`config.mk`:
```
export PLATFORM = sky130hd
export DESIGN_NAME = crlf_line_assembler_timeout
export DESIGN_NICKNAME = d
export VERILOG_FILES = /design/src/rtl/clat_pkg.sv /design/src/rtl/clat_front.sv /design/src/rtl/clat_queue.sv /design/src/rtl/clat_back.sv /design/src/rtl/crlf_line_assembler_timeout.sv
export SDC_FILE = /design/constraint.sdc
export NUM_CORES = 1
export LEC_CHECK = 0
export BUFFER_PORTS_ARGS = -buffer_cell sky130_fd_sc_hd__buf_4
export CORE_UTILIZATION = 61
export CTS_CLUSTER_DIAMETER = 50
export DETAILED_ROUTE_END_ITERATION = 10
export GPL_TIMING_DRIVEN = 1
export HOLD_SLACK_MARGIN = 0.15
export PLACE_DENSITY = 0.84
export REMOVE_ABC_BUFFERS = 1
export SLEW_MARGIN = 20
export SYNTH_ARGS = -nofsm -noshare
export SYNTH_HDL_FRONTEND = slang
export SYNTH_SLANG_ARGS = --single-unit
```
`constraint.sdc`:
```
create_clock -name clk -period 12.8 [get_ports clk]
set_input_delay 1.28 -clock clk [delete_from_list [all_inputs] [get_ports clk]]
set_output_delay 1.28 -clock clk [all_outputs]
set_load 0.01 [all_outputs]
```
`src/rtl/clat_pkg.sv`:
```
`default_nettype none
// ----------------------------------------------------------------------------
// CRLF line assembler package
// Shared types, constants and codes for the line assembler with idle timeout.
// ----------------------------------------------------------------------------
package clat_pkg;

    localparam int LEN_W  = 10;
    localparam int IDLE_W = 16;
    localparam int BYTE_W = 8;

    localparam logic [BYTE_W-1:0] LF_CODE = 8'h0A;
    localparam logic [BYTE_W-1:0] CR_CODE = 8'h0D;

    localparam logic [LEN_W-1:0]  MAX_LEN_RESET = 10'd80;
    localparam logic [IDLE_W-1:0] TIMEOUT_RESET = 16'd10;

    // Input operation codes.
    localparam logic OP_BYTE = 1'b0;
    localparam logic OP_TICK = 1'b1;

    // Line end status codes.
    localparam logic [1:0] END_NONE    = 2'd0;
    localparam logic [1:0] END_CRLF    = 2'd1;
    localparam logic [1:0] END_LEN     = 2'd2;
    localparam logic [1:0] END_TIMEOUT = 2'd3;

    // Register indexes, taken from the word address.
    localparam logic REG_MAX_LEN = 1'b0;
    localparam logic REG_TIMEOUT = 1'b1;

    localparam int APB_ADDR_W = 3;
    localparam int APB_DATA_W = 32;

    // Command queue between front and back.
    localparam int QDEPTH = 4;
    localparam int QPTR_W = $clog2(QDEPTH);
    localparam int QCNT_W = $clog2(QDEPTH + 1);

    typedef struct packed {
        logic              operation;
        logic [BYTE_W-1:0] rx_byte;
    } item_t;

    typedef struct packed {
        logic              has_byte;
        logic [BYTE_W-1:0] line_byte;
        logic [1:0]        line_end;
        logic              last;
    } result_t;

    // One classified item: an optional released CR ahead of the final result.
    typedef struct packed {
        logic    lead_cr;
        result_t res;
    } cmd_t;

    typedef struct packed {
        logic [LEN_W-1:0]  max_line_length;
        logic [IDLE_W-1:0] idle_timeout_ticks;
    } cfg_t;

endpackage
`default_nettype wire

```
`src/rtl/clat_front.sv`:
```
`default_nettype none
// ----------------------------------------------------------------------------
// Line assembler front end
// Classifies each accepted item, updates line state, emits up to one command.
// ----------------------------------------------------------------------------
module clat_front (
    input  wire logic           clk,
    input  wire logic           rst_n,
    input  wire clat_pkg::cfg_t  cfg,
    input  wire logic           item_valid,
    input  wire clat_pkg::item_t item,
    output logic                cmd_valid,
    output clat_pkg::cmd_t       cmd
);

    logic                          cr_pending_reg, cr_pending_next;
    logic [clat_pkg::LEN_W-1:0]    line_count_reg, line_count_next;
    logic [clat_pkg::IDLE_W-1:0]   idle_count_reg, idle_count_next;

    logic [clat_pkg::LEN_W-1:0]    cnt1;
    logic [clat_pkg::LEN_W-1:0]    cnt2;
    logic                          end1;
    logic                          end2;
    logic [clat_pkg::IDLE_W-1:0]   idle_inc;

    always_comb
    begin
        cnt1 = line_count_reg + clat_pkg::LEN_W'(1);
        cnt2 = line_count_reg + clat_pkg::LEN_W'(2);
        end1 = (cnt1 >= cfg.max_line_length) || (cnt1 == '0);
        end2 = (cnt2 >= cfg.max_line_length) || (cnt2 == '0);
        idle_inc = (idle_count_reg == '1) ? idle_count_reg
                                          : idle_count_reg + clat_pkg::IDLE_W'(1);
    end

    always_comb
    begin
        cr_pending_next = cr_pending_reg;
        line_count_next = line_count_reg;
        idle_count_next = idle_count_reg;
        cmd_valid       = 1'b0;
        cmd             = '0;
        cmd.res.last    = 1'b1;

        if (item_valid)
        begin
            if (item.operation == clat_pkg::OP_TICK)
            begin
                if (idle_inc >= cfg.idle_timeout_ticks)
                begin
                    cmd_valid        = 1'b1;
                    cmd.res.line_end = clat_pkg::END_TIMEOUT;
                    cr_pending_next  = 1'b0;
                    line_count_next  = '0;
                    idle_count_next  = '0;
                end
                else
                begin
                    idle_count_next = idle_inc;
                end
            end
            else
            begin
                idle_count_next = '0;
                if (item.rx_byte == clat_pkg::LF_CODE && cr_pending_reg)
                begin
                    cmd_valid        = 1'b1;
                    cmd.res.line_end = clat_pkg::END_CRLF;
                    cr_pending_next  = 1'b0;
                    line_count_next  = '0;
                end
                else if (cr_pending_reg)
                begin
                    // The held CR is released first.
                    cmd_valid         = 1'b1;
                    cmd.res.has_byte  = 1'b1;
                    if (end1)
                    begin
                        cmd.res.line_byte = clat_pkg::CR_CODE;
                        cmd.res.line_end  = clat_pkg::END_LEN;
                        cr_pending_next   = 1'b0;
                        line_count_next   = '0;
                    end
                    else if (item.rx_byte == clat_pkg::CR_CODE)
                    begin
                        cmd.res.line_byte = clat_pkg::CR_CODE;
                        line_count_next   = cnt1;
                    end
                    else
                    begin
                        cmd.lead_cr       = 1'b1;
                        cmd.res.line_byte = item.rx_byte;
                        cmd.res.line_end  = end2 ? clat_pkg::END_LEN : clat_pkg::END_NONE;
                        cr_pending_next   = 1'b0;
                        line_count_next   = end2 ? '0 : cnt2;
                    end
                end
                else if (item.rx_byte == clat_pkg::CR_CODE)
                begin
                    cr_pending_next = 1'b1;
                end
                else
                begin
                    cmd_valid         = 1'b1;
                    cmd.res.has_byte  = 1'b1;
                    cmd.res.line_byte = item.rx_byte;
                    cmd.res.line_end  = end1 ? clat_pkg::END_LEN : clat_pkg::END_NONE;
                    line_count_next   = end1 ? '0 : cnt1;
                end
            end
        end
    end

    always_ff @(posedge clk or negedge rst_n)
    begin
        if (!rst_n)
        begin
            cr_pending_reg <= 1'b0;
            line_count_reg <= '0;
            idle_count_reg <= '0;
        end
        else
        begin
            cr_pending_reg <= cr_pending_next;
            line_count_reg <= line_count_next;
            idle_count_reg <= idle_count_next;
        end
    end

`ifndef ASSERT_OFF
    // A timeout result always restarts the line completely.
    a_timeout_restarts: assert property (@(posedge clk) disable iff (!rst_n)
        (item_valid && item.operation == clat_pkg::OP_TICK && cmd_valid) |=>
        (!cr_pending_reg && line_count_reg == '0 && idle_count_reg == '0))
        else $error("timeout did not restart the line");

    // A released CR ahead of a byte needs a held CR and a received byte.
    a_lead_cr_source: assert property (@(posedge clk) disable iff (!rst_n)
        (cmd_valid && cmd.lead_cr) |->
        (item.operation == clat_pkg::OP_BYTE && cr_pending_reg))
        else $error("released CR without a held CR");
`endif

endmodule
`default_nettype wire

```
`src/rtl/clat_queue.sv`:
```
`default_nettype none
// ----------------------------------------------------------------------------
// Line assembler command queue
// Small register queue that decouples the front end from the back end.
// ----------------------------------------------------------------------------
module clat_queue (
    input  wire logic          clk,
    input  wire logic          rst_n,
    input  wire logic          wr_en,
    input  wire clat_pkg::cmd_t wr_data,
    output logic               full,
    input  wire logic          rd_en,
    output clat_pkg::cmd_t      rd_data,
    output logic               empty
);

    clat_pkg::cmd_t                mem_reg [clat_pkg::QDEPTH];
    logic [clat_pkg::QPTR_W-1:0]  wr_ptr_reg, wr_ptr_next;
    logic [clat_pkg::QPTR_W-1:0]  rd_ptr_reg, rd_ptr_next;
    logic [clat_pkg::QCNT_W-1:0]  cnt_reg, cnt_next;

    localparam logic [clat_pkg::QPTR_W-1:0] LAST_PTR = clat_pkg::QPTR_W'(clat_pkg::QDEPTH - 1);
    localparam logic [clat_pkg::QCNT_W-1:0] DEPTH_CNT = clat_pkg::QCNT_W'(clat_pkg::QDEPTH);

    assign full    = (cnt_reg == DEPTH_CNT);
    assign empty   = (cnt_reg == '0);
    assign rd_data = mem_reg[rd_ptr_reg];

    always_comb
    begin
        wr_ptr_next = wr_ptr_reg;
        rd_ptr_next = rd_ptr_reg;
        cnt_next    = cnt_reg;
        if (wr_en)
        begin
            wr_ptr_next = (wr_ptr_reg == LAST_PTR) ? '0
                                                   : wr_ptr_reg + clat_pkg::QPTR_W'(1);
        end
        if (rd_en)
        begin
            rd_ptr_next = (rd_ptr_reg == LAST_PTR) ? '0
                                                   : rd_ptr_reg + clat_pkg::QPTR_W'(1);
        end
        if (wr_en && !rd_en)
        begin
            cnt_next = cnt_reg + clat_pkg::QCNT_W'(1);
        end
        else if (rd_en && !wr_en)
        begin
            cnt_next = cnt_reg - clat_pkg::QCNT_W'(1);
        end
    end

    always_ff @(posedge clk)
    begin
        if (wr_en)
        begin
            mem_reg[wr_ptr_reg] <= wr_data;
        end
    end

    always_ff @(posedge clk or negedge rst_n)
    begin
        if (!rst_n)
        begin
            wr_ptr_reg <= '0;
            rd_ptr_reg <= '0;
            cnt_reg    <= '0;
        end
        else
        begin
            wr_ptr_reg <= wr_ptr_next;
            rd_ptr_reg <= rd_ptr_next;
            cnt_reg    <= cnt_next;
        end
    end

`ifndef ASSERT_OFF
    a_no_overflow: assert property (@(posedge clk) disable iff (!rst_n)
        !(wr_en && full && !rd_en))
        else $error("command queue overflow");

    a_no_underflow: assert property (@(posedge clk) disable iff (!rst_n)
        !(rd_en && empty))
        else $error("command queue underflow");
`endif

endmodule
`default_nettype wire

```
`src/rtl/clat_back.sv`:
```
`default_nettype none
// ----------------------------------------------------------------------------
// Line assembler back end
// Expands queued commands into results and holds them in the output register.
// ----------------------------------------------------------------------------
module clat_back (
    input  wire logic          clk,
    input  wire logic          rst_n,
    input  wire logic          q_empty,
    input  wire clat_pkg::cmd_t q_head,
    output logic               q_pop,
    output clat_pkg::result_t   result,
    output logic               empty,
    input  wire logic          pop
);

    logic                  out_valid_reg, out_valid_next;
    logic                  cr_sent_reg, cr_sent_next;
    clat_pkg::result_t      out_reg, out_next;
    clat_pkg::result_t      cr_res;
    logic                  load;
    logic                  send_cr;

    always_comb
    begin
        cr_res           = '0;
        cr_res.has_byte  = 1'b1;
        cr_res.line_byte = clat_pkg::CR_CODE;
        cr_res.line_end  = clat_pkg::END_NONE;
        cr_res.last      = 1'b0;

        load    = !out_valid_reg || pop;
        send_cr = q_head.lead_cr && !cr_sent_reg;
        q_pop   = load && !q_empty && !send_cr;

        out_valid_next = out_valid_reg;
        cr_sent_next   = cr_sent_reg;
        out_next       = out_reg;
        if (load)
        begin
            out_valid_next = !q_empty;
            if (!q_empty)
            begin
                cr_sent_next = send_cr;
                out_next     = send_cr ? cr_res : q_head.res;
            end
        end
    end

    assign result = out_reg;
    assign empty  = !out_valid_reg;

    always_ff @(posedge clk)
    begin
        out_reg <= out_next;
    end

    always_ff @(posedge clk or negedge rst_n)
    begin
        if (!rst_n)
        begin
            out_valid_reg <= 1'b0;
            cr_sent_reg   <= 1'b0;
        end
        else
        begin
            out_valid_reg <= out_valid_next;
            cr_sent_reg   <= cr_sent_next;
        end
    end

`ifndef ASSERT_OFF
    // Once the CR of a command is out, that command stays at the queue head.
    a_cr_sent_head: assert property (@(posedge clk) disable iff (!rst_n)
        cr_sent_reg |-> (!q_empty && q_head.lead_cr))
        else $error("CR sent but command left the queue head");

    // A CR released ahead of a byte is never the last result of its item.
    a_cr_not_last: assert property (@(posedge clk) disable iff (!rst_n)
        cr_sent_reg |-> (out_valid_reg && !out_reg.last))
        else $error("released CR marked as last");
`endif

endmodule
`default_nettype wire

```
`src/rtl/crlf_line_assembler_timeout.sv`:
```
`default_nettype none
// ----------------------------------------------------------------------------
// CRLF line assembler with idle timeout
// Cuts received bytes into lines on CRLF, a length limit or an idle timeout.
// ----------------------------------------------------------------------------
// The block takes one input transfer per clock cycle while full is low: a
// received byte or one time tick. Each transfer produces zero, one or two
// result transfers; every result carries an optional line byte, a line end
// status and a flag that marks the last result of its input. A CR is held
// back until the next byte arrives, so a CR followed by a byte other than LF
// or CR gives two results unless the released CR fills the line. The front
// end classifies an input in the cycle it is accepted and writes at most one
// command into a four-entry queue; the back end turns each command into its
// results, one per cycle while pop is high, through a registered output
// stage. Inputs with a single result flow at one per cycle while pop is high,
// and an input with two results holds the output for both; the queue absorbs
// such bursts and full rises only when it holds four commands. The two limits
// are set through the configuration port at byte addresses 0 (maximum line
// length, reset 80) and 4 (idle timeout in ticks, reset 10). The user must
// write them only while no transfer is in flight; the block does not check.
// ----------------------------------------------------------------------------
module crlf_line_assembler_timeout (
    input  wire logic                               clk,
    input  wire logic                               rst_n,
    input  wire logic                               push,
    output logic                                    full,
    input  wire clat_pkg::item_t                     item,
    output logic                                    empty,
    input  wire logic                               pop,
    output clat_pkg::result_t                        result,
    input  wire logic                               psel,
    input  wire logic                               penable,
    input  wire logic                               pwrite,
    input  wire logic [clat_pkg::APB_ADDR_W-1:0]     paddr,
    input  wire logic [clat_pkg::APB_DATA_W-1:0]     pwdata,
    output logic [clat_pkg::APB_DATA_W-1:0]          prdata,
    output logic                                    pready
);

    // Configuration registers.
    clat_pkg::cfg_t  cfg_reg, cfg_next;
    logic           cfg_wr;
    logic           reg_sel;

    // Front to queue and queue to back connections.
    logic           accept;
    logic           cmd_valid;
    clat_pkg::cmd_t  cmd;
    logic           q_full;
    logic           q_empty;
    logic           q_pop;
    clat_pkg::cmd_t  q_head;

    // The register index is the word address; the low address bits are ignored.
    assign reg_sel = paddr[2];
    assign pready  = 1'b1;
    assign cfg_wr  = psel && penable && pwrite && pready;

    always_comb
    begin
        cfg_next = cfg_reg;
        prdata   = '0;
        unique case (reg_sel)
            clat_pkg::REG_MAX_LEN:
            begin
                prdata = clat_pkg::APB_DATA_W'(cfg_reg.max_line_length);
                if (cfg_wr)
                begin
                    cfg_next.max_line_length = pwdata[clat_pkg::LEN_W-1:0];
                end
            end
            clat_pkg::REG_TIMEOUT:
            begin
                prdata = clat_pkg::APB_DATA_W'(cfg_reg.idle_timeout_ticks);
                if (cfg_wr)
                begin
                    cfg_next.idle_timeout_ticks = pwdata[clat_pkg::IDLE_W-1:0];
                end
            end
            default:
            begin
                prdata = '0;
            end
        endcase
    end

    always_ff @(posedge clk or negedge rst_n)
    begin
        if (!rst_n)
        begin
            cfg_reg.max_line_length    <= clat_pkg::MAX_LEN_RESET;
            cfg_reg.idle_timeout_ticks <= clat_pkg::TIMEOUT_RESET;
        end
        else
        begin
            cfg_reg <= cfg_next;
        end
    end

    // An input transfer needs room for one command in the queue.
    assign full   = q_full;
    assign accept = push && !q_full;

    clat_front u_front (
        .clk        (clk),
        .rst_n      (rst_n),
        .cfg        (cfg_reg),
        .item_valid (accept),
        .item       (item),
        .cmd_valid  (cmd_valid),
        .cmd        (cmd)
    );

    clat_queue u_queue (
        .clk     (clk),
        .rst_n   (rst_n),
        .wr_en   (cmd_valid),
        .wr_data (cmd),
        .full    (q_full),
        .rd_en   (q_pop),
        .rd_data (q_head),
        .empty   (q_empty)
    );

    clat_back u_back (
        .clk     (clk),
        .rst_n   (rst_n),
        .q_empty (q_empty),
        .q_head  (q_head),
        .q_pop   (q_pop),
        .result  (result),
        .empty   (empty),
        .pop     (pop)
    );

endmodule
`default_nettype wire

```
# Word-level counts from Yosys, hierarchy flattened
# Memory sizes are Yosys's and may differ from the RTL's.
# Cells that the tools add are included.
# W data, S select, Z words.
[totals]
ff_bits = 74
ram_bits = 48
input_bits = 51
memories = 1
[memory_table]
columns = ["name", "words", "word_bits", "read_ports", "rd_ports_with_merged_regs", "write_ports", "line_no", "source"]
rows = [
  ["u_queue.mem_reg", 4, 12, 1, 0, 1, "clat_queue.sv:17", "clat_pkg::cmd_t mem_reg [clat_pkg::QDEPTH];"],
]
[classes]
add_sub_neg = 7
n_lt_le_gt_ge = 3
eq_ne = 8
n_mux = 46
bitwise = 2
reduce_logical = 28
[ops]
columns = ["op", "count"]
rows = [
  ["$mux W10", 12],
  ["$pmux W32 S2", 1],
  ["$mux W16", 3],
  ["$mux W11", 2],
  ["$ge A10 B10 Y1", 2],
  ["$logic_not A10 Y1", 2],
  ["$add A16 B1 Y16 const B", 1],
  ["$eq A16 B16 Y1 const B", 1],
  ["$eq A8 B4 Y1 const B", 2],
  ["$ge A16 B16 Y1", 1],
  ["$mux W1", 16],
  ["$mux W2", 8],
  ["$mux W12", 1],
  ["$add A10 B1 Y10 const B", 1],
  ["$add A10 B2 Y10 const B", 1],
  ["$logic_and A1 B1 Y1", 9],
  ["$mux W8", 1],
  ["$reduce_and A2 Y1", 4],
  ["$logic_not A1 Y1", 7],
  ["$mux W3", 2],
  ["$add A2 B1 Y2 const B", 2],
  ["$eq A2 B2 Y1 const B", 2],
  ["$ne A4 B2 Y1 const B", 1],
  ["$add A3 B1 Y3 const B", 1],
  ["other kinds (8)", 11],
]

# Longest topological paths before layout
# Gate-level depths: netlist of the first run.
[depth]
depth_word = 10
ltp_mapped = 25
ltp_nobuf = 21

# Cells and area by module
# From an unflattened synthesis of the first run, not the netlist that was laid out.
[unflattened]
hier_cells = 623
hier_area_um2 = 7359.6
[by_module_without_submodules]
columns = ["module", "instances", "cells_each", "area_each_um2", "seq_area_each_um2"]
rows = [
  ["clat_front", 1, 389, 3098.0, 675.6],
  ["clat_queue", 1, 105, 2321.0, 1736.7],
  ["crlf_line_assembler_timeout", 1, 94, 1383.8, 655.6],
  ["clat_back", 1, 35, 556.8, 410.4],
]

# Worst setup path before layout of the first run
# OpenSTA, ideal clock, no wires.
[synth_timing]
path_type = "reg2reg"
from = "register u_front.idle_count_reg[0] (netlist name)"
to = "register u_queue.cnt_reg[1] (netlist name)"
arrival_time_ps = 4297
slack_ps = 8378
stages_incl_launch_ff = 20
path_buffers = 1
synth_period_minus_slack_ps = 4422
path_cell_list = "dfrtp_1 ha_1 nand3_1 nor4_1 and3_1 nand3b_1 o21a_1 ha_1 and3_1 a221o_1 a2111oi_4 nand2_2 o21a_4 nand2b_2 buf_6 inv_4 ha_1 inv_1 fa_1 mux2_2"
[synth_lines]
columns = ["element", "line_no", "source"]
rows = [
  ["from (decl)", "clat_front.sv:18", "logic [clat_pkg::IDLE_W-1:0] idle_count_reg, idle_count_next;"],
  ["from (signal assigned)", "clat_front.sv:126", "idle_count_reg <= idle_count_next;"],
  ["$add A16 B1 Y16 / $eq A16 B16 Y1 (equally long branches)", "clat_front.sv:33, clat_front.sv:32", ""],
  ["$mux W16 (*)", "clat_front.sv:32", "idle_inc = (idle_count_reg == '1) ? idle_count_reg"],
  ["$ge A16 B16 Y1 (*)", "clat_front.sv:49", "if (idle_inc >= cfg.idle_timeout_ticks)"],
  ["$mux W1 (*)", "clat_front.sv:49", ""],
  ["$mux W1 (*)", "clat_front.sv:47", "if (item.operation == clat_pkg::OP_TICK)"],
  ["$mux W1 (*)", "clat_front.sv:45", "if (item_valid)"],
  ["named net cmd_valid", "crlf_line_assembler_timeout.sv:47", "logic cmd_valid;"],
  ["$logic_and A1 B1 Y1 (*)", "clat_queue.sv:44", "if (wr_en && !rd_en)"],
  ["$mux W3 (*)", "clat_queue.sv:44", ""],
  ["named net u_queue.cnt_next, one bit", "clat_queue.sv:20", "logic [clat_pkg::QCNT_W-1:0] cnt_reg, cnt_next;"],
  ["to (signal assigned)", "clat_queue.sv:74", "cnt_reg <= cnt_next;"],
  ["to (decl)", "clat_queue.sv:20", ""],
]
# The timed path passes the listed nets; every way through them passes the cells marked *.
# A chain may end at the register's enable or synchronous reset.

# Worst setup path after layout of the first run
# Ends and elaborated chain as after synthesis.

==> results of run 1 <==
-- layer usage --
| metal | vias up | routed length (um) |
|---|---|---|
| li1 | 2398 | - |
| met1 | 2522 | 6530 |
| met2 | 218 | 7921 |
| met3 | 39 | 1000 |
| met4 | 0 | 434 |
| met5 | - | 0 |
-- worst paths after layout --
check | depth (start not counted) | startpoint | endpoint
worst max register to register | 18 | u_front.idle_count_reg[0]$_DFFE_PN0P_ | u_queue.cnt_reg[1]$_DFFE_PN0P_
max in group asynchronous | 1 | rst_n | u_front.idle_count_reg[5]$_DFFE_PN0P_
min in group asynchronous | 1 | rst_n | cfg_reg[4]$_DFFE_PN0P_
worst min-delay path | 1 | u_queue.cnt_reg[2]$_DFFE_PN0P_ | u_queue.cnt_reg[2]$_DFFE_PN0P_
worst max-delay path | 18 | u_front.idle_count_reg[0]$_DFFE_PN0P_ | u_queue.cnt_reg[1]$_DFFE_PN0P_
worst min register to register | 1 | u_queue.cnt_reg[2]$_DFFE_PN0P_ | u_queue.cnt_reg[2]$_DFFE_PN0P_
-- synth_stat cells (5+ instances only) --
cell | number | area share [%]
inv_1 | 39 | 2.0
mux2_2 | 31 | 4.9
edfxtp_1 | 60 | 25
clkbuf_1 | 20 | 1.0
mux4_2 | 12 | 3.8
nand2b_1 | 6 | 0.52
a22o_1 | 8 | 0.98
nor2_1 | 28 | 1.5
nor3_1 | 10 | 0.70
buf_4 | 17 | 1.8
and3_1 | 10 | 0.87
o21ai_0 | 30 | 2.1
xor2_1 | 10 | 1.2
or2_2 | 5 | 0.44
a21oi_1 | 24 | 1.7
xnor2_1 | 17 | 2.1
nand4_1 | 11 | 0.96
dfrtp_1 | 58 | 20
nand3_1 | 18 | 1.3
and2_1 | 18 | 1.6
o21a_1 | 9 | 0.94
nor2b_1 | 14 | 1.2
nand2_1 | 35 | 1.8
buf_2 | 6 | 0.42
o31ai_1 | 6 | 0.63
nor3b_1 | 5 | 0.52
ha_1 | 46 | 8.0
a21o_1 | 6 | 0.63
-- per-stage QoR --
stage | total power [W] | setup WS (ns) | cells | util, %
global route | 0.001504 | 7.414 | 843 | 71.58
global placement | 0.0009292 | 7.994 | 811 | 66.50
detailed placement | 0.0009628 | 7.817 | 811 | 66.50
finish | 0.001432 | 7.719 | 843 | 71.58
floorplan | 0.0008122 | 8.380 | 603 | -
CTS | 0.001434 | 7.766 | 843 | 71.58
-- cell families (layout without fill, tap and decap cells) --
kind of cell | after synthesis | after routing
AND/OR/NAND/NOR | 184 | 184
other | 2 | 17
XOR/XNOR | 27 | 27
AO/OA/AOI/OAI | 119 | 119
buffers and inverters | 88 | 137
flip-flops | 122 | 122
adder cells (fa/ha/maj) | 47 | 47
multiplexers | 47 | 47
-- layout by cell type (no fill, tap or decap), types with 24 or more instances in the layout --
cell type,count
o21ai_0,30
ha_1,46
dfrtp_1,58
a21oi_1,24
edfxtp_1,60
nand2_1,35
buf_4,65
nor2_1,28
mux2_2,31
inv_1,39
-- power by group through the flow --
stage / registers [W] / clock network (W) / logic [W]
6_report: 0.000565 / 0.000471 / 0.000396
3_5_place_dp: 0.000572 / 0 / 0.000391
3_3_place_gp: 0.000563 / 0 / 0.000366
2_1_floorplan: 0.000559 / 0 / 0.000253
5_1_grt: 0.000576 / 0.000488 / 0.000440
4_1_cts: 0.000566 / 0.000472 / 0.000397
-- worst reg2reg max path, stage by stage (launching register included) --
cell and delay [ns]:
dfrtp_1 0.42, ha_1 0.23, nand3_1 0.18, nor4_1 0.63
and3_1 0.31, nand3b_1 0.13, o21a_1 0.14, ha_1 0.28
and3_1 0.17, a221o_1 0.41, a2111oi_4 0.37, nand2_2 0.10
o21a_4 0.26, nand2b_2 0.23, inv_4 0.12, ha_1 0.25
inv_1 0.08, fa_1 0.40, mux2_2 0.27
-- layout make-up --
| class | count | share of cell area [%] |
|---|---|---|
| clock inverters | 14 | 1.837 |
| multi-input cells | 441 | 41.79 |
| clock buffers | 18 | 5.251 |
| inverters | 40 | 1.868 |
| well taps | 143 | 2.189 |
| repair buffers | 65 | 5.971 |
| flip-flops and latches | 122 | 41.09 |
==> flow_metrics.tcl, run 1 <==
set metrics [dict create \
    crit_path_cell_trace "ha_1 -> nand3_1 -> nor4_1 -> and3_1 -> nand3b_1 -> o21a_1 -> ha_1 -> and3_1 -> a221o_1 -> a2111oi_4 -> nand2_2 -> o21a_4 -> nand2b_2 -> inv_4 -> ha_1 -> inv_1 -> fa_1 -> mux2_2" \
    grtUsageTotal_pct 28.19 \
    overflow 0 \
    status "complete, no violations" \
    synthXorXnorAreaFrac_pct 3.306 \
    use_met3_pct 6.467 \
    cts-root-buf "clkbuf_16" \
    start_util_pct 62.65 \
    setup_violations 0 \
    synth.distinct_cells 75 \
    p_int_w 0.0009794 \
    diodes 0 \
    switchingPower_w 0.0004522 \
    cp_data_required_time_ns 13.11 \
    yosys-mux-area-fraction_pct 9.428 \
    grt_util_met2_pct 48.23 \
    swShare_pct 31.59 \
    grt_pass1_vias 5140 \
    path_clk_slew_ns 0.06 \
    area_growth_pct 14.26 \
    cts_resized 0 \
    cp_top_family "simple AND/OR/NAND/NOR gates" \
    seq_area_frac_synth_pct 46.95 \
    hp-class "flip-flop to flip-flop" \
    grt_pass1_wl_um 25380 \
    critPathLaunchType "flip-flop" \
    slowest_stage "nor4_1" \
    hold_ws_ns 0.5018 \
    grt_most_used_layer "met2" \
    insertion_delay_ns 0.43 \
    synth_compound_area_share_pct 11.46 \
    drt_wl_total_um 15890 \
    grt_start_max_net_pins 63 \
    synth_edf_count 60 \
    final-seq-area_um2 3358 \
    timing.final.crit_share_pct 39.69 \
    clock_sinks 122 \
    critical_path_class "flip-flop to flip-flop" \
    synthesis.instances 636 \
    hold_viol_final 0 \
    finalCriticalPeriod_ns 5.081 \
    avgRoutedWirePerCell_um 18.84 \
    postPlaceCellArea_um2 7594 \
    gp_congestion 0.9374 \
    r2r_slack_ns 7.72 \
    io-pin-count 98 \
    rows 39 \
    drtAntennaViolNets 0 \
    synth_top_family_by_area "simple AND/OR/NAND/NOR gates" \
    worst_slew_pin_slew_ns 0.9791 \
    drc 0 \
    critPathMaxFanout 10 \
    max_cap_viol_count 0 \
    htreeDepth 4 \
    post-cts-setup-buffers 0 \
    clockPowerShare_pct 32.9 \
    io_buffer_count 62 \
    synth_flop_cell "edfxtp_1" \
    p_leak_nw 3.541 \
    cp_common_cell "ha_1" \
    rsz0062_at_grt "false" \
    critical-path-max-stage-delay_ns 0.63 \
    arrival_ns 5.39 \
    ys_ff_latch 122 \
    drtPass1Iterations 5 \
    largest_reg_flops 48 \
    use_met1_pct 34.19 \
    die_height_um 110.3 \
    cts_buffers 17 \
    layout-drive-gt1-share_pct 23.71 \
    nFillCells 766 \
    power_density_nw_per_um2 175.2 \
    setup_tns_ns 0 \
    slew_headroom_pct 34.59 \
    fin_area_um2 8173 \
    antenna_found_initial 0 \
    design.die.area_um2 12160 \
    cp-end-kind "flip-flop" \
    die_x_um 110.3 \
    fin_worst_skew_ns 0.01830 \
    synth-adder-area-share_pct 8.326 \
    cts_hold_buf 0 \
    cts_max_path_buffers 2 \
    drtIter0Drc 365 \
    p_comb_share_pct 27.6 \
    synthSimpleGateAreaFrac_pct 14.34 \
    pwr-share-seq_pct 39.4 \
    ys_warn_count 0 \
    fp.coreArea_um2 11420 \
    hpwl_um 10840 \
    via_per_inst 6.141 \
    cts_tree "yes" \
    vdd_drop_max_uv 146.5 \
    syn_area_um2 7153 \
    num-nets-final 785 \
    via_count 5177 \
    worst-path-buf-inv 2 \
    async_reset_ff_share_pct 50.82 \
    slew_viol_final 0 \
    avgSynthCellArea_um2 11.25 \
    max_freq_mhz 196.8 \
    multi_input_area_um2 3416 \
]
(Power assumes the default switching activity.)
==> inputs of run 2 (changes only) <==
CORE_UTILIZATION = 58   (was 61)
PLACE_DENSITY = 0.8   (was 0.84)
clock period = 5.1 ns   (was 12.8 ns; I/O delays follow)
==> run 2 against run 1 <==
Against the previous run: combinational power rose to 2.5 times the previous value; non-clock buffer count up 1; wire length down 3.5%; total power up 150%; fmax up 6.1%; global-route usage down 2.6 points; critical path depth unchanged; sequential cell count unchanged; largest cell class unchanged; highest routed layer unchanged.
==> flow_metrics.tcl, run 2 (synthesis results as in run 1) <==
set metrics [dict create \
    critical_path_class "flip-flop to flip-flop" \
    p_leak_nw 3.565 \
    switchingPower_w 0.001131 \
    setup_tns_ns 0 \
    cts_max_path_buffers 2 \
    p_total_w 0.003547 \
    swShare_pct 31.89 \
    status "complete, no violations" \
    via_count 5112 \
    path_clk_slew_ns 0.06 \
    setup_violations 0 \
    max_cap_viol_count 0 \
    num-nets-final 786 \
    htreeDepth 4 \
    grt_pass1_wl_um 25100 \
    hold_viol_final 0 \
    hp-class "input port to async pin" \
    crit_start "u_front.idle_count_reg[0]$_DFFE_PN0P_" \
    drt_wl_total_um 15330 \
    cts_resized 0 \
    reg2reg_to "u_queue.cnt_reg[1]$_DFFE_PN0P_" \
    timing.final.crit_share_pct 93.86 \
    worst_slew_pin_slew_ns 1.000 \
    vdd_drop_max_uv 256.6 \
    arrival_ns 5.10 \
    endpoint "u_queue.cnt_reg[1]$_DFFE_PN0P_" \
    post-cts-setup-buffers 0 \
    nFillCells 876 \
    slew_viol_final 0 \
    hpwl_um 10600 \
    critPathLaunchType "flip-flop" \
    die_x_um 113.1 \
    critical-path-max-stage-delay_ns 0.43 \
    p_int_w 0.002416 \
    overflow 0 \
    die_height_um 113.1 \
    layout-drive-gt1-share_pct 24.25 \
    antenna_found_initial 0 \
    drc 0 \
    insertion_delay_ns 0.43 \
    pwr-share-seq_pct 39.7 \
    p_comb_share_pct 27.9 \
    cts_buffers 17 \
    cp_common_cell "ha_1" \
    via_per_inst 6.028 \
    gp_congestion 0.9194 \
    power_density_nw_per_um2 433.2 \
    rr_startpoint "u_front.idle_count_reg[0]$_DFFE_PN0P_" \
    r2r_slack_ns 0.31 \
    io_buffer_count 62 \
    fp.coreArea_um2 12010 \
    diodes 0 \
    rsz0062_at_grt "false" \
    start_util_pct 59.55 \
    cts_tree "yes" \
    crit_path_cell_trace "ha_1 -> nand3_1 -> nor4_4 -> and3_1 -> nand3b_1 -> o21a_1 -> ha_1 -> and3_1 -> a221o_1 -> a2111oi_4 -> a21oi_1 -> o21a_4 -> nand2b_2 -> inv_4 -> ha_1 -> inv_1 -> fa_1 -> mux2_2" \
    grt_start_max_net_pins 63 \
    drtIter0Drc 375 \
    final_cell_mix "buf_4, edfxtp_1, dfrtp_1" \
    largest_reg_flops 48 \
    drtAntennaViolNets 0 \
    finalCriticalPeriod_ns 4.787 \
    cts-root-buf "clkbuf_16" \
    r2r_cells 18 \
    critPathMaxFanout 10 \
    clockPowerShare_pct 32.4 \
    cp_data_required_time_ns 5.41 \
    area_growth_pct 14.47 \
    cts_hold_buf 0 \
    design.die.area_um2 12780 \
    io-pin-count 98 \
    rows 40 \
    fin_worst_skew_ns 0.007843 \
    grt_pass1_vias 5154 \
    avgRoutedWirePerCell_um 18.07 \
    max_freq_mhz 208.9 \
    cp-end-kind "flip-flop" \
    drtPass1Iterations 5 \
    final_common_cell "buf_4" \
    slew_headroom_pct 33.13 \
    slowest_stage "dfrtp_1" \
    multi_input_area_um2 3431 \
    final-seq-area_um2 3358 \
    clock_sinks 122 \
    grtUsageTotal_pct 25.59 \
]
run 2: worst max-delay path, delay by kind of cell, from the launching register on:
kind                       cells  cell delay [ns]
DFF                            1             0.43
AOI/OAI and AO/OA              5             1.28
muxes                          1             0.27
buffers and inverters          2             0.18
and+or+nand+nor                6             1.35
adders and majority gates      4             1.16
run 2: how the worst min path moves through the flow:
stage,cells past startpoint,slack (ns),endpoint
2_1_floorplan,0,0.21,cfg_reg[0]$_DFFE_PN0P_
3_3_place_gp,1,0.46,u_back.cr_sent_reg$_DFFE_PN0P_
3_5_place_dp,1,0.48,u_back.cr_sent_reg$_DFFE_PN0P_
4_1_cts,1,0.20,cfg_reg[25]$_DFFE_PN0P_
5_1_grt,1,0.25,cfg_reg[2]$_DFFE_PN0P_
6_report,1,0.17,cfg_reg[0]$_DFFE_PN0P_
run 2: power by group through the flow:
stage | sequential, W | clock, W | combinational (W)
floorplan | 0.00140 | 0 | 0.000634
global placement | 0.00141 | 0 | 0.000924
detailed placement | 0.00143 | 0 | 0.000981
CTS | 0.00141 | 0.00117 | 0.000997
global route | 0.00143 | 0.00121 | 0.00110
finish | 0.00141 | 0.00115 | 0.000990
run 2: metrics by stage:
| stage | worst slack (ns) | hold slack (ns) | cell area [um^2] | cells | utilization, % |
|---|---|---|---|---|---|
| after floorplan | 0.6805 | 0.2144 | 6927 | 603 | - |
| after global placement | 0.3181 | 0.4604 | 7606 | 816 | 63.32 |
| after detailed placement | 0.1402 | 0.4820 | 7606 | 816 | 63.32 |
| after CTS | 0.1176 | 0.2008 | 8173 | 848 | 68.04 |
| after global routing | 0.03380 | 0.2453 | 8188 | 848 | 68.17 |
| final | 0.3129 | 0.1745 | 8188 | 848 | 68.17 |
run 2: metal layers:
metal | vias to the layer above | global-route usage (%) | wire, um | share of wire (%)
li1 | 2384 | - | - | -
met3 | 35 | 5.356 | 726 | 4.7
met4 | 0 | 13.86 | 431 | 2.8
met1 | 2493 | 32.42 | 6679 | 44
met2 | 200 | 41.39 | 7489 | 49
met5 | - | 0 | 0 | 0
run 2: area by class of cell:
type,count,area share [%]
clock buffer,17,5.196
clock inverter,15,1.727
inverter,40,1.864
multi-input combinational,441,41.90
sequential,122,41.01
tap,147,2.246
timing repair buffer,66,6.051
==> inputs of run 3 (changes only) <==
clock period = 5 ns   (was 5.1 ns; I/O delays follow)
==> run 3 against run 2 <==
Against the previous run: global-route usage shrank 0.54 points; fmax grew 1.1%; combinational power grew 4%; hold slack lost 0.017 ns.
==> flow_metrics.tcl, run 3 (synthesis results as in run 1) <==
set metrics [dict create \
    crit_path_cell_trace "nand4_2 -> or2_1 -> or4_4 -> nand2_2 -> nor2_1 -> xnor2_1 -> ha_1 -> a21oi_1 -> nor2_1 -> a2111oi_4 -> nand2_2 -> o21a_4 -> nand2b_4 -> inv_4 -> ha_1 -> inv_1 -> fa_1 -> mux2_2" \
    grt_start_max_net_pins 63 \
    die_height_um 113.1 \
    layout-drive-gt1-share_pct 24.18 \
    hpwl_um 10570 \
    arrival_ns 5.04 \
    power_density_nw_per_um2 442.5 \
    timing.final.crit_share_pct 94.73 \
    slew_headroom_pct 35.99 \
    cp_data_required_time_ns 5.30 \
    critPathLaunchType "flip-flop" \
    drc 0 \
    antenna_found_initial 0 \
    drtPass1Iterations 5 \
    setup_violations 0 \
    setup_tns_ns 0 \
    fin_area_um2 8212 \
    slew_viol_final 0 \
    cp-end-kind "flip-flop" \
    fp.coreArea_um2 12010 \
    via_count 5102 \
    drtIter0Drc 347 \
    grtUsageTotal_pct 25.05 \
    start_util_pct 59.55 \
    grt_pass1_wl_um 24500 \
    via_per_inst 6.002 \
    largest_reg_flops 48 \
    final_common_cell "buf_4" \
    worst-path-buf-inv 2 \
    cts_tree "yes" \
    diodes 0 \
    die_x_um 113.1 \
    nFillCells 892 \
    slowest_stage "or4_4" \
    status "complete, no violations" \
    insertion_delay_ns 0.42 \
    critical-path-max-stage-delay_ns 0.61 \
    final_cell_mix "buf_4, edfxtp_1, dfrtp_1" \
    max_cap_viol_count 0 \
    hp-class "input port to async pin" \
    cp_top_family "simple AND/OR/NAND/NOR gates" \
    p_leak_nw 3.560 \
    design.die.area_um2 12780 \
    max_freq_mhz 211.1 \
    path_clk_slew_ns 0.05 \
    rows 40 \
    io_buffer_count 62 \
    io-pin-count 98 \
    overflow 0 \
    cts-root-buf "clkbuf_16" \
    rr_startpoint "u_front.idle_count_reg[5]$_DFFE_PN0P_" \
    critical_path_class "flip-flop to flip-flop" \
    hold_viol_final 0 \
    vdd_drop_max_uv 251.7 \
    avgRoutedWirePerCell_um 17.59 \
    htreeDepth 4 \
    cts_max_path_buffers 2 \
    grt_pass1_vias 4971 \
    area_growth_pct 14.80 \
    drt_wl_total_um 14950 \
    critPathMaxFanout 10 \
    postPlaceCellArea_um2 7621 \
    fin_worst_skew_ns 0.008198 \
    gp_congestion 0.9398 \
    finalCriticalPeriod_ns 4.737 \
    crit_start "u_front.idle_count_reg[5]$_DFFE_PN0P_" \
    num-nets-final 788 \
    clock_sinks 122 \
    drtAntennaViolNets 0 \
    worst_slew_pin_slew_ns 0.9573 \
    cts_buffers 17 \
]
[run 3: cell types whose count changed in the layout (fill, tap and decap cells not counted), moves of 2 or more]
cell	before	now
clkinv_4	4	6
inv_6	3	1
inv_8	2	0
clkinv_2	4	2
clkbuf_1	0	2
buf_4	66	68
[run 3: timing repair]
action | in CTS | in global routing
setup buffers | 0 | 0
hold endpoints to repair | 0 | 0
endpoints found under the setup margin | 0 | 2
gates resized for setup | 0 | 2
hold buffers | 0 | 0
[run 3: worst paths after layout]
path	cells after the start	slack [ns]	end
worst max register to register	18	0.26	u_queue.cnt_reg[1]$_DFFE_PN0P_
worst min register to register	1	0.49	u_back.cr_sent_reg$_DFFE_PN0P_
worst min-delay path	1	0.16	cfg_reg[2]$_DFFE_PN0P_
max in group asynchronous	1	4.31	cfg_reg[12]$_DFFE_PN0P_
worst max-delay path	18	0.26	u_queue.cnt_reg[1]$_DFFE_PN0P_
min in group clk	2	0.26	u_back.out_valid_reg$_DFFE_PN0N_
[run 3: per-layer routing]
layer	vias up	GRT usage (%)	share of wire, %
li1	2394	-	-
met1	2480	32.36	43
met2	196	41.68	49
met3	32	5.624	5.7
met4	0	8.947	2.3
met5	-	0	0
[run 3: area by class of cell]
type	count	area [um^2]	share of cell area, %
Clock buffer	19	432.9	5.272
Clock inverter	13	146.4	1.783
Inverter	40	152.6	1.859
Sequential cell	122	3358	40.90
Timing Repair Buffer	68	510.5	6.217
Multi-Input combinational cell	441	3427	41.73
Tap cell	147	183.9	2.240
[run 3: report_power, final]
group | switching [W] | internal (W)
logic | 0.000519 | 0.000515
clock network | 0.000456 | 0.000735
registers | 0.000144 | 0.00126
[run 3: stage by stage]
step	std cells	hold slack (ns)	total power, W	worst slack (ns)	utilization, %
5_1_grt	850	0.2420	0.003827	-0.01270	68.36
4_1_cts	850	0.1942	0.003662	0.1520	68.27
2_1_floorplan	603	0.2044	0.002079	0.5805	-
6_report	850	0.1575	0.003633	0.2634	68.36
3_5_place_dp	818	0.4838	0.002460	0.1995	63.45
3_3_place_gp	818	0.4600	0.002389	0.3581	63.45
